**config.mk**
```make
export PLATFORM = sky130hd
export DESIGN_NAME = pov_sector_timing_controller
export DESIGN_NICKNAME = d
export VERILOG_FILES = /design/src/sv/povst_pkg.sv /design/src/sv/pov_sector_timing_controller.sv
export SDC_FILE = /design/constraint.sdc
export NUM_CORES = 1
export LEC_CHECK = 0
export BUFFER_PORTS_ARGS = -buffer_cell sky130_fd_sc_hd__buf_2
export CAP_MARGIN = 30
export CORE_MARGIN = 2
export CORE_UTILIZATION = 52
export DETAILED_ROUTE_END_ITERATION = 8
export PLACE_DENSITY = 0.82
export SYNTH_ARGS = -nofsm -noshare
export SYNTH_HDL_FRONTEND = slang
export SYNTH_SLANG_ARGS = --single-unit
```
**constraint.sdc**
```tcl
create_clock -name clk -period 3.95 [get_ports clk]
set_input_delay 1.185 -clock clk [delete_from_list [all_inputs] [get_ports clk]]
set_output_delay 1.185 -clock clk [all_outputs]
set_load 0.1 [all_outputs]
```
**src/sv/povst_pkg.sv**
```systemverilog
package povst_pkg;

    localparam int DEFAULT_SECTOR_COUNT  = 16;
    localparam int DEFAULT_COUNTER_WIDTH = 16;

    localparam int IMAGE_W     = 64;
    localparam int LED_W       = 8;
    localparam int CFG_INDEX_W = 1;
    localparam int IN_DATA_W   = 8;
    localparam int OUT_DATA_W  = 16;

    localparam logic [CFG_INDEX_W-1:0] REG_IMAGE_LOW  = 1'b0;
    localparam logic [CFG_INDEX_W-1:0] REG_IMAGE_HIGH = 1'b1;

    localparam logic [IMAGE_W-1:0] IMAGE_LOW_RESET  = 64'd14377396034433368448;
    localparam logic [IMAGE_W-1:0] IMAGE_HIGH_RESET = 64'd40248227845032328;

    function automatic logic [LED_W-1:0] column_pattern(
        input logic [IMAGE_W-1:0] img_low,
        input logic [IMAGE_W-1:0] img_high,
        input logic [3:0]         sector
    );
        logic [IMAGE_W-1:0] word;
        word = sector[3] ? img_high : img_low;
        return word[{sector[2:0], 3'b000} +: LED_W];
    endfunction

endpackage

```
**src/sv/pov_sector_timing_controller.sv**
```systemverilog
// A word accepted on the input appears on the output in the next cycle.
// Throughput: one word per cycle while m_tready is high; the output register is
// refilled in the same cycle it is drained, so input and output run back to back.
// Reset (rst_n low, asynchronous): counters and column state clear, the timeout
// flag is set, the LEDs and indicator are off and the image returns to its default.
module pov_sector_timing_controller
    import povst_pkg::*;
#(
    parameter int SECTOR_COUNT  = DEFAULT_SECTOR_COUNT,
    parameter int COUNTER_WIDTH = DEFAULT_COUNTER_WIDTH
)
(
    input  logic                   clk,
    input  logic                   rst_n,
    input  logic                   cfg_we,
    input  logic [CFG_INDEX_W-1:0] cfg_index,
    input  logic [IMAGE_W-1:0]     cfg_data,
    input  logic                   s_tvalid,
    output logic                   s_tready,
    input  logic [IN_DATA_W-1:0]   s_tdata,   // [0] sensor_active
    output logic                   m_tvalid,
    input  logic                   m_tready,
    output logic [OUT_DATA_W-1:0]  m_tdata    // [7:0] led_pattern, [8] indicator_on,
                                              // [9] timed_out
);

    localparam int CW  = COUNTER_WIDTH;
    localparam int RW  = $clog2(SECTOR_COUNT);
    localparam int SIW = $clog2(SECTOR_COUNT + 1);

    localparam logic [CW-1:0]  CNT_MAX  = {CW{1'b1}};
    localparam logic [RW-1:0]  REM_LAST = RW'(SECTOR_COUNT - 1);
    localparam logic [SIW-1:0] IDX_LAST = SIW'(SECTOR_COUNT - 1);

    logic [IMAGE_W-1:0] img_low_reg, img_high_reg;

    logic [CW-1:0]  tick_reg, tick_next;
    logic [CW-1:0]  quo_reg, quo_next;
    logic [RW-1:0]  rem_reg, rem_next;
    logic           wrap_reg, wrap_next;
    logic           timeout_reg, timeout_next;
    logic           held_reg, held_next;
    logic           active_reg, active_next;
    logic [CW-1:0]  interval_reg, interval_next;
    logic [CW-1:0]  boundary_reg, boundary_next;
    logic [SIW-1:0] idx_reg, idx_next;
    logic [LED_W-1:0] led_reg, led_next;
    logic           ind_reg, ind_next;
    logic           m_valid_reg;
    logic [OUT_DATA_W-1:0] m_data_reg;

    logic           accept;
    logic           sensor;
    logic           restart;
    logic [CW-1:0]  tick_mid, quo_mid;
    logic [RW-1:0]  rem_mid;
    logic [SIW+3:0] idx_ext;

    assign s_tready = !m_valid_reg || m_tready;
    assign accept   = s_tvalid && s_tready;
    assign sensor   = s_tdata[0];
    assign m_tvalid = m_valid_reg;
    assign m_tdata  = m_data_reg;

    always_comb
    begin
        held_next     = held_reg;
        ind_next      = ind_reg;
        timeout_next  = timeout_reg;
        led_next      = led_reg;
        active_next   = active_reg;
        interval_next = interval_reg;
        boundary_next = boundary_reg;
        idx_next      = idx_reg;
        wrap_next     = wrap_reg;
        restart       = 1'b0;
        idx_ext       = '0;

        if (held_reg)
        begin
            held_next = sensor;
            if (!sensor)
            begin
                ind_next = 1'b0;
            end
        end
        else if (sensor)
        begin
            if (!timeout_reg)
            begin
                active_next   = (tick_reg != '0);
                led_next      = column_pattern(img_low_reg, img_high_reg, 4'd0);
                interval_next = quo_reg;
                boundary_next = quo_reg;
                idx_next      = SIW'(1);
            end
            else
            begin
                timeout_next = 1'b0;
            end
            restart   = 1'b1;
            held_next = 1'b1;
            ind_next  = 1'b1;
        end

        if (wrap_reg)
        begin
            timeout_next = 1'b1;
            led_next     = '0;
            active_next  = 1'b0;
            wrap_next    = 1'b0;
        end

        tick_mid = restart ? '0 : tick_reg;
        quo_mid  = restart ? '0 : quo_reg;
        rem_mid  = restart ? '0 : rem_reg;

        if (active_next && (tick_mid >= boundary_next))
        begin
            idx_ext       = {4'b0000, idx_next};
            led_next      = column_pattern(img_low_reg, img_high_reg, idx_ext[3:0]);
            boundary_next = boundary_next + interval_next;
            if (idx_next >= IDX_LAST)
            begin
                active_next = 1'b0;
            end
            idx_next = idx_next + SIW'(1);
        end

        if (tick_mid == CNT_MAX)
        begin
            tick_next = '0;
            quo_next  = '0;
            rem_next  = '0;
            wrap_next = 1'b1;
        end
        else
        begin
            tick_next = tick_mid + CW'(1);
            if (rem_mid == REM_LAST)
            begin
                rem_next = '0;
                quo_next = quo_mid + CW'(1);
            end
            else
            begin
                rem_next = rem_mid + RW'(1);
                quo_next = quo_mid;
            end
        end
    end

    always_ff @(posedge clk or negedge rst_n)
    begin
        if (!rst_n)
        begin
            img_low_reg  <= IMAGE_LOW_RESET;
            img_high_reg <= IMAGE_HIGH_RESET;
        end
        else if (cfg_we)
        begin
            case (cfg_index)
                REG_IMAGE_LOW:  img_low_reg  <= cfg_data;
                REG_IMAGE_HIGH: img_high_reg <= cfg_data;
                default:        img_low_reg  <= img_low_reg;
            endcase
        end
    end

    always_ff @(posedge clk or negedge rst_n)
    begin
        if (!rst_n)
        begin
            tick_reg     <= '0;
            quo_reg      <= '0;
            rem_reg      <= '0;
            wrap_reg     <= 1'b0;
            timeout_reg  <= 1'b1;
            held_reg     <= 1'b0;
            active_reg   <= 1'b0;
            interval_reg <= '0;
            boundary_reg <= '0;
            idx_reg      <= '0;
            led_reg      <= '0;
            ind_reg      <= 1'b0;
        end
        else if (accept)
        begin
            tick_reg     <= tick_next;
            quo_reg      <= quo_next;
            rem_reg      <= rem_next;
            wrap_reg     <= wrap_next;
            timeout_reg  <= timeout_next;
            held_reg     <= held_next;
            active_reg   <= active_next;
            interval_reg <= interval_next;
            boundary_reg <= boundary_next;
            idx_reg      <= idx_next;
            led_reg      <= led_next;
            ind_reg      <= ind_next;
        end
    end

    always_ff @(posedge clk or negedge rst_n)
    begin
        if (!rst_n)
        begin
            m_valid_reg <= 1'b0;
        end
        else if (s_tready)
        begin
            m_valid_reg <= s_tvalid;
        end
    end

    always_ff @(posedge clk)
    begin
        if (accept)
        begin
            m_data_reg <= {6'b000000, timeout_next, ind_next, led_next};
        end
    end

endmodule

```
==> results.cfg, run 1 <==
[hold_path]
hold_class = reg2reg
hold_path_depth = 2

[synth]
synthArstFlopShare = 0.956
synth_area_um2 = 12500
synth_cell_type_count = 70
synth_top_family_by_area = compound AO/OA/AOI/OAI gates
synthSimpleGateAreaFrac = 0.139
muxShareOfSynthArea = 0.155
synth_seq_cells = 225
synth-compound-area-share = 0.160
synthAdderAreaFrac = 0.0375
syn_area_per_cell_um2 = 10.1
synth_edf_count = 10
ys_warn_count = 0
ys.flop_type = dfrtp_1
synth_xor_area_frac = 0.00769
yosysSeqAreaShare = 0.459
netlist_instances = 1237

[route]
drc = 0
antenna_left = 0
first_pass_iters = 5
wl_met3_um = 2390
maxUsedRoutingLayer = met5
drtIter0Drc = 965
wl_met1_um = 14600
wl_um = 33100
routed-wl-met2_um = 15300
routedWlPerCell_um = 19.1
via_count = 10511
viasPerCell = 6.07

[floorplanning]
coreArea_um2 = 23500
rows = 56
io_pins = 96
die_h_um = 159
die_w_um = 159
start_util = 0.532
die_area_um2 = 25400

[final_layout]
mostFrequentLayoutCell = dfrtp_1
multi_input_area_um2 = 6500
final_cell_mix = dfrtp_1 (161), mux2_2 (146), nand2_1 (120)
nets = 1507
syn2layout_area_growth_pct = 20.7
ff_latch_area_um2 = 5750
diodes = 0
nFillCells = 1760
drive_gt1_frac = 0.346

[place]
dp_hpwl_um = 22600
pre_cts_ws_ns = -0.462
port_buffers = 82
gp_congestion = 0.869

[clock_tree]
htreeDepth = 1
cts.clk_slew.worst_paths_ns = 0.06
cts_tree = built
cts_buffer_depth = 3
cts_buffers = 26
clock_latency_ns = 0.55
cts_root_buffer = clkbuf_16
cts.sink_count = 225

[setup_path]
crit_path_end = boundary_reg[14]
r2r-start = held_reg
cp_top_family = compound AO/OA/AOI/OAI gates
path_class = in2reg
r2r_slack_ns = 0.43
critPathMaxFanout = 20
cp-end-kind = register
r2r_end = boundary_reg[14]
critPathArrivalTime_ns = 4.18
crit_slowest_cell = or3b_4
reg2reg_depth = 15
path_buf_inv = 5
slowest_delay_ns = 0.43
path_cells = buf_2, or3b_4, buf_12, buf_4, nand2_1, nand2_1, ha_1, inv_1, fa_2, nor2b_1, o31a_1, o32a_1, buf_4, a41oi_1, nand3_1, o21ai_0
crit_cells = 16
startpoint_type = primary input
startpoint = s_tdata[0]
crit_required_ns = 4.39

[timing]
worst_slew_pin_slew_ns = 0.918
slew_violations = 0
min_period_ns = 3.74
worst_clock_skew_ns = 0.0215
finalWorstSetupSlack_ns = 0.212
fmax_mhz = 267
rsz0062_at_grt = false
finalHoldViolCount = 0
relSlewSlack = 0.386
min_period_over_period = 0.946
setup_tns_ns = 0
setup_viol = 0

[global_routing]
grtUsageTotal = 0.258
overflow = 0
antenna_found_initial = 1
grt_pass1_wl_um = 54300
grt_max_degree = 92
grt_pass1_vias = 10491

[pwr]
p_per_area_nw_per_um2 = 515
ir_drop_v = 0.000407
p_leak_nw = 6.85

[run]
cap_viol_max_count = 0

[status]
outcome = complete, no violations
==> cell type report <==
class / count / share of cell area
repair buffers: 199 / 0.0930
clock buffers: 38 / 0.0533
well taps: 319 / 0.0264
flip-flops and latches: 225 / 0.380
inverters: 47 / 0.0117
multi-input cells: 893 / 0.430
clock inverters: 10 / 0.00595
==> synth_stat cells, drive strengths merged (19+ instances only) <==
cell type    n  area, µm²
a211o       21        184
a21oi       61        305
and3        34        213
buf         30        169
clkbuf      47        176
dfrtp      162       4050
dfstp       53       1390
ha          36        450
inv         46        173
mux2       146       1640
mux2i       26        273
nand2      122        458
nand3       30        150
nand4       20        125
nor2        65        244
nor3        21        110
o21ai       93        465
or3         19        119
==> through the flow <==
| stage | hold WS [ns] | total power, W | instance area [µm²] | util | cells |
|---|---|---|---|---|---|
| after floorplan | 0.448 | 0.00450 | 12800 | - | 1242 |
| after global placement | 0.464 | 0.00521 | 14200 | 0.603 | 1679 |
| after detailed placement | 0.477 | 0.00530 | 14200 | 0.603 | 1681 |
| after CTS | 0.491 | 0.00776 | 15100 | 0.641 | 1729 |
| after global routing | 0.505 | 0.00813 | 15100 | 0.643 | 1731 |
| final | 0.491 | 0.00779 | 15100 | 0.643 | 1731 |
==> kinds of logic after synthesis <==
kind of cell,count (synthesis)
simple gates,359
flops,225
other cells,1
mux,173
fa+ha+maj,37
buf+inv,124
compound gates,307
xor+xnor,11
==> where the power goes <==
part           total [W]  switching (W)  internal [W]
registers        0.00298       0.000273       0.00270
clock network    0.00244        0.00101       0.00143
logic            0.00237        0.00137       0.00100
total            0.00779        0.00266       0.00514
==> worst min path at each step <==
| stage | slack (ns) | end | startpoint |
|---|---|---|---|
| 3_3_place_gp | 0.46 | interval_reg[7] | interval_reg[7] |
| 3_5_place_dp | 0.48 | boundary_reg[6] | boundary_reg[6] |
| 4_1_cts | 0.49 | boundary_reg[6] | boundary_reg[6] |
| 2_1_floorplan | 0.45 | boundary_reg[6] | boundary_reg[6] |
| 5_1_grt | 0.51 | boundary_reg[4] | boundary_reg[4] |
| 6_report | 0.49 | boundary_reg[4] | boundary_reg[4] |
==> tightest hold or removal path: cells and delay by family, from the launching register on <==
family | cells | cell delay (ns)
AOI/OAI and AO/OA | 1 | 0.06
and+or+nand+nor | 1 | 0.05
DFF | 1 | 0.35
==> what timing repair did <==
action                                  CTS  global route
setup buffers                             0             2
gates resized for setup                   0             0
hold buffers                              0             0
endpoints found under the setup margin    0            34
==> layer usage <==
layer  vias up  GRT usage
li1       4819          -
met1      5177      0.371
met2       439      0.407
met3        74     0.0435
met4         2     0.0744
met5         -          0
No activity file was read; power rests on OpenSTA's default activity.
==> run 2: changes to the inputs <==
--- a/config.mk
+++ b/config.mk
@@ -7,6 +7,7 @@
 export LEC_CHECK = 0
 export BUFFER_PORTS_ARGS = -buffer_cell sky130_fd_sc_hd__buf_2
 export CAP_MARGIN = 30
+export CORE_ASPECT_RATIO = 0.75
 export CORE_MARGIN = 2
 export CORE_UTILIZATION = 52
 export DETAILED_ROUTE_END_ITERATION = 8
==> run 2 against run 1 <==
  * Wire length rose by 3.8%
  * Sequential share of layout area is 0.36 points higher
  * Global-route usage rose by 1.2 points
  * Cell count fell by 1.6%
  * Sequential power is essentially flat
  * Combinational power grew 5%
  * Cell area down 0.95%
==> results.cfg, run 2 (synthesis gave the netlist of run 1 again) <==
[setup_path]
cp-end-kind = register
critPathMaxFanout = 12
slowest_delay_ns = 0.50
startpoint_type = primary input
crit_slowest_cell = or3b_4
crit_required_ns = 4.32
critPathArrivalTime_ns = 4.28
reg2reg_depth = 11
path_cells = buf_2, or3b_4, a21boi_0, buf_4, ha_1, nand4_1, nor4_4, o31ai_4, a31oi_4, buf_6, mux2i_1, o21ai_0
path_class = in2reg

[clock_tree]
clock_latency_ns = 0.53
cts_root_buffer = clkbuf_16
cts_buffers = 24
cts.clk_slew.worst_paths_ns = 0.06
cts_tree = built
cts_buffer_depth = 3
htreeDepth = 1
ctsHoldBuffers = 0
cts.sink_count = 225

[place]
port_buffers = 82
gp_congestion = 0.882
place_inst = 1650
dp_hpwl_um = 23600

[route]
wl_um = 34400
drtIter0Drc = 1207
routedWlPerCell_um = 20.2
drc = 0
via_count = 10627
antenna_left = 0
viasPerCell = 6.24
first_pass_iters = 5

[global_routing]
overflow = 0
grt_pass1_wl_um = 55400
grt_max_degree = 79
antenna_found_initial = 2
grt_pass1_vias = 10302
grtUsageTotal = 0.270

[hold_path]
hold_class = reg2reg
hold_path_depth = 2

[timing]
whs_ns = 0.486
worst_slew_pin_slew_ns = 1.00
slew_violations = 0
worst_clock_skew_ns = 0.0201
finalHoldViolCount = 0
fmax_mhz = 256
min_period_over_period = 0.989
min_period_ns = 3.90
setup_viol = 0
relSlewSlack = 0.328

[final_layout]
finalNonFillerCells = 1704
syn2layout_area_growth_pct = 19.6
multi_input_area_um2 = 6540
nFillCells = 1796
nets = 1493
final_core_util = 0.628
final_cell_mix = dfrtp_1 (161), mux2_2 (146), nand2_1 (119)
ff_latch_area_um2 = 5750
mostFrequentLayoutCell = dfrtp_1
drive_gt1_frac = 0.339

[status]
outcome = complete, no violations

[run]
cap_viol_max_count = 0

[floorplanning]
io_pins = 96
coreArea_um2 = 23800
die_area_um2 = 25400
rows = 49
die_h_um = 138
start_util = 0.525
die_w_um = 183

[pwr]
design_power_total_w = 0.00771
p_per_area_nw_per_um2 = 514
p_leak_nw = 6.75
ir_drop_v = 0.000349
==> run 2: cell types whose count changed in the layout (fill, tap and decap cells not counted), sizes merged <==
cell    change
buf        -13
clkbuf      -4
diode       +2
bufinv      +1
==> run 2: layer usage <==
metal	track usage	vias to the layer above	part of all wire
met3	0.0561	77	0.091
met4	0.0682	2	0.024
met1	0.409	5228	0.44
met5	0	-	0.00038
li1	-	4799	-
met2	0.397	521	0.44
==> run 2: final timing paths <==
| kind | startpoint | end | slack, ns |
|---|---|---|---|
| setup / recovery | s_tdata[0] | boundary_reg[7] | 0.05 |
| max in group asynchronous | rst_n | boundary_reg[6] | 2.41 |
| setup reg to reg | held_reg | boundary_reg[7] | 0.36 |
| min in group asynchronous | rst_n | img_high_reg[54] | 0.69 |
| hold / removal | boundary_reg[2] | boundary_reg[2] | 0.49 |
| hold reg to reg | boundary_reg[2] | boundary_reg[2] | 0.49 |
==> run 2: critical path, delay by kind of cell <==
family                     cells  cell delay (ns)
AOI/OAI and AO/OA              4             0.99
adders and majority gates      1             0.15
buffers and inverters          3             0.55
muxes                          1             0.33
and+or+nand+nor                3             1.04
==> run 2: report_power, final <==
| group | switching [W] | internal (W) |
|---|---|---|
| clock | 0.000965 | 0.00131 |
| sequential | 0.000245 | 0.00271 |
| combinational | 0.00146 | 0.00102 |
| total | 0.00267 | 0.00503 |
==> run 2: repair_timing <==
action / 4_1_cts / 5_1_grt
resized for setup: 0 / 9
endpoints found under the setup margin: 0 / 20
setup buffers: 0 / 7
==> run 2: layout make-up <==
cell class | instances | area share
antenna | 2 | 0.000334
clock buffer | 33 | 0.0465
clock inverter | 11 | 0.00618
inverter | 47 | 0.0118
multi-input combinational | 893 | 0.437
sequential | 225 | 0.384
tap | 306 | 0.0255
timing repair buffer | 187 | 0.0896
==> run 2: metrics by stage <==
| step | TNS, ns | setup WS [ns] | cell area, µm² |
|---|---|---|---|
| 6_report | 0 | 0.0453 | 15000 |
| 5_1_grt | -0.0800 | -0.0800 | 15000 |
| 3_3_place_gp | -6.66 | -0.263 | 14000 |
| 3_5_place_dp | -8.63 | -0.328 | 14100 |
| 4_1_cts | 0 | 0.135 | 14800 |
| 2_1_floorplan | -0.206 | -0.124 | 12800 |
==> run 3: changes to the inputs <==
--- a/config.mk
+++ b/config.mk
@@ -10,6 +10,7 @@
 export CORE_ASPECT_RATIO = 0.75
 export CORE_MARGIN = 2
 export CORE_UTILIZATION = 52
+export CTS_BUF_LIST = sky130_fd_sc_hd__clkbuf_16
 export DETAILED_ROUTE_END_ITERATION = 8
 export PLACE_DENSITY = 0.82
 export SYNTH_ARGS = -nofsm -noshare
==> run 3 against run 2 <==
  * Sequential share of layout area grew 0.051 points
  * Count of clock-buffer cells in the layout shrank 7
  * Cell count is the same
  * Utilization shrank 0.084 points
  * Fmax shrank 0.17%
  * Via count grew 0.75%
  * Critical path type unchanged
  * Highest routed layer unchanged
==> results.cfg, run 3 (synthesis gave the netlist of run 1 again) <==
[clock_tree]
cts.clk_slew.worst_paths_ns = 0.07
ctsHoldBuffers = 0
cts_root_buffer = clkbuf_16
cts_tree = built
cts_buffer_depth = 3
cts_buffers = 24
cts.sink_count = 225
htreeDepth = 1
clock_latency_ns = 0.53

[timing]
finalWorstSetupSlack_ns = 0.0386
slew_violations = 0
finalHoldViolCount = 0
fmax_mhz = 256
setup_viol = 0
whs_ns = 0.487
min_period_over_period = 0.990
worst_clock_skew_ns = 0.0211
min_period_ns = 3.91
relSlewSlack = 0.384
worst_slew_pin_slew_ns = 0.917

[route]
viasPerCell = 6.28
wl_met1_um = 15300
wl_met3_um = 3090
via_count = 10707
antenna_left = 0
first_pass_iters = 5
routed-wl-met2_um = 15300
routedWlPerCell_um = 20.2
maxUsedRoutingLayer = met5
drc = 0
wl_um = 34400
drtIter0Drc = 1284

[setup_path]
startpoint_type = primary input
critPathArrivalTime_ns = 4.29
crit_slowest_cell = or3b_4
path_cells = buf_2, or3b_4, a21boi_0, buf_4, ha_1, nand4_1, nor4_4, o31ai_4, a31oi_4, buf_6, mux2i_1, o21ai_0
crit_path_end = boundary_reg[7]
slowest_delay_ns = 0.51
startpoint = s_tdata[0]
crit_required_ns = 4.33
cp-end-kind = register
r2r_slack_ns = 0.36
critPathMaxFanout = 12
path_class = in2reg
reg2reg_depth = 11
r2r-start = held_reg
r2r_end = boundary_reg[7]

[pwr]
p_per_area_nw_per_um2 = 511
p_leak_nw = 6.76
ir_drop_v = 0.000349

[final_layout]
nFillCells = 1801
fin_area_um2 = 15000
nets = 1493
final_core_util = 0.628
drive_gt1_frac = 0.337
syn2layout_area_growth_pct = 19.4
final_cell_mix = dfrtp_1 (161), mux2_2 (146), nand2_1 (119)
mostFrequentLayoutCell = dfrtp_1

[floorplanning]
start_util = 0.525
io_pins = 96
die_h_um = 138
coreArea_um2 = 23800
rows = 49
die_w_um = 183
die_area_um2 = 25400

[hold_path]
min_from = boundary_reg[8]
hold_class = reg2reg

[global_routing]
grt_pass1_vias = 10286
grtUsageTotal = 0.269
antenna_found_initial = 2
overflow = 0
grt_max_degree = 79
grt_pass1_wl_um = 55300

[place]
dp_hpwl_um = 23600
port_buffers = 82
pre_cts_ws_ns = -0.328
gp_congestion = 0.882
place_area_um2 = 14100

[run]
cap_viol_max_count = 0

[status]
outcome = complete, no violations
[run 3: power breakdown]
| part | switching (W) | internal [W] | total (W) |
|---|---|---|---|
| combinational | 0.00146 | 0.00102 | 0.00248 |
| clock | 0.000969 | 0.00125 | 0.00222 |
| sequential | 0.000245 | 0.00270 | 0.00295 |
[run 3: layer usage]
metal / vias up / global-route usage
met3: 64 / 0.0580
li1: 4802 / -
met1: 5322 / 0.407
met5: - / 0
met2: 517 / 0.395
met4: 2 / 0.0661
[run 3: worst min path at each step]
stage / endpoint / slack [ns] / cells after the start
6_report: boundary_reg[8] / 0.49 / 2
5_1_grt: img_high_reg[62] / 0.51 / 1
4_1_cts: boundary_reg[2] / 0.48 / 2
3_5_place_dp: boundary_reg[2] / 0.47 / 2
3_3_place_gp: boundary_reg[2] / 0.46 / 2
2_1_floorplan: boundary_reg[6] / 0.45 / 2
[run 3: critical path, delay by kind of cell]
kind / cells / cell delay (ns)
buffers and inverters: 3 / 0.56
AOI/OAI and AO/OA: 4 / 1.00
and+or+nand+nor: 3 / 1.05
adders and majority gates: 1 / 0.15
muxes: 1 / 0.33
[run 3: what timing repair did]
item	CTS	global route
setup endpoints to repair	0	18
hold endpoints to repair	0	0
setup buffers	0	7
resized for setup	0	9
[run 3: final cells by class]
type | count | area, µm² | area share
multi-input combinational | 893 | 6540 | 0.437
sequential | 225 | 5750 | 0.384
timing repair buffer | 187 | 1340 | 0.0897
clock buffer | 26 | 651 | 0.0435
tap | 306 | 383 | 0.0256
inverter | 47 | 176 | 0.0118
clock inverter | 18 | 119 | 0.00794
antenna | 2 | 5.00 | 0.000334
[run 3: through the flow]
| stage | cells | TNS, ns | total power [W] |
|---|---|---|---|
| finish | 1704 | 0 | 0.00765 |
| detailed placement | 1650 | -8.63 | 0.00532 |
| floorplan | 1242 | -0.206 | 0.00450 |
| global route | 1703 | -0.0800 | 0.00798 |
| global placement | 1648 | -6.66 | 0.00519 |
| CTS | 1694 | 0 | 0.00754 |
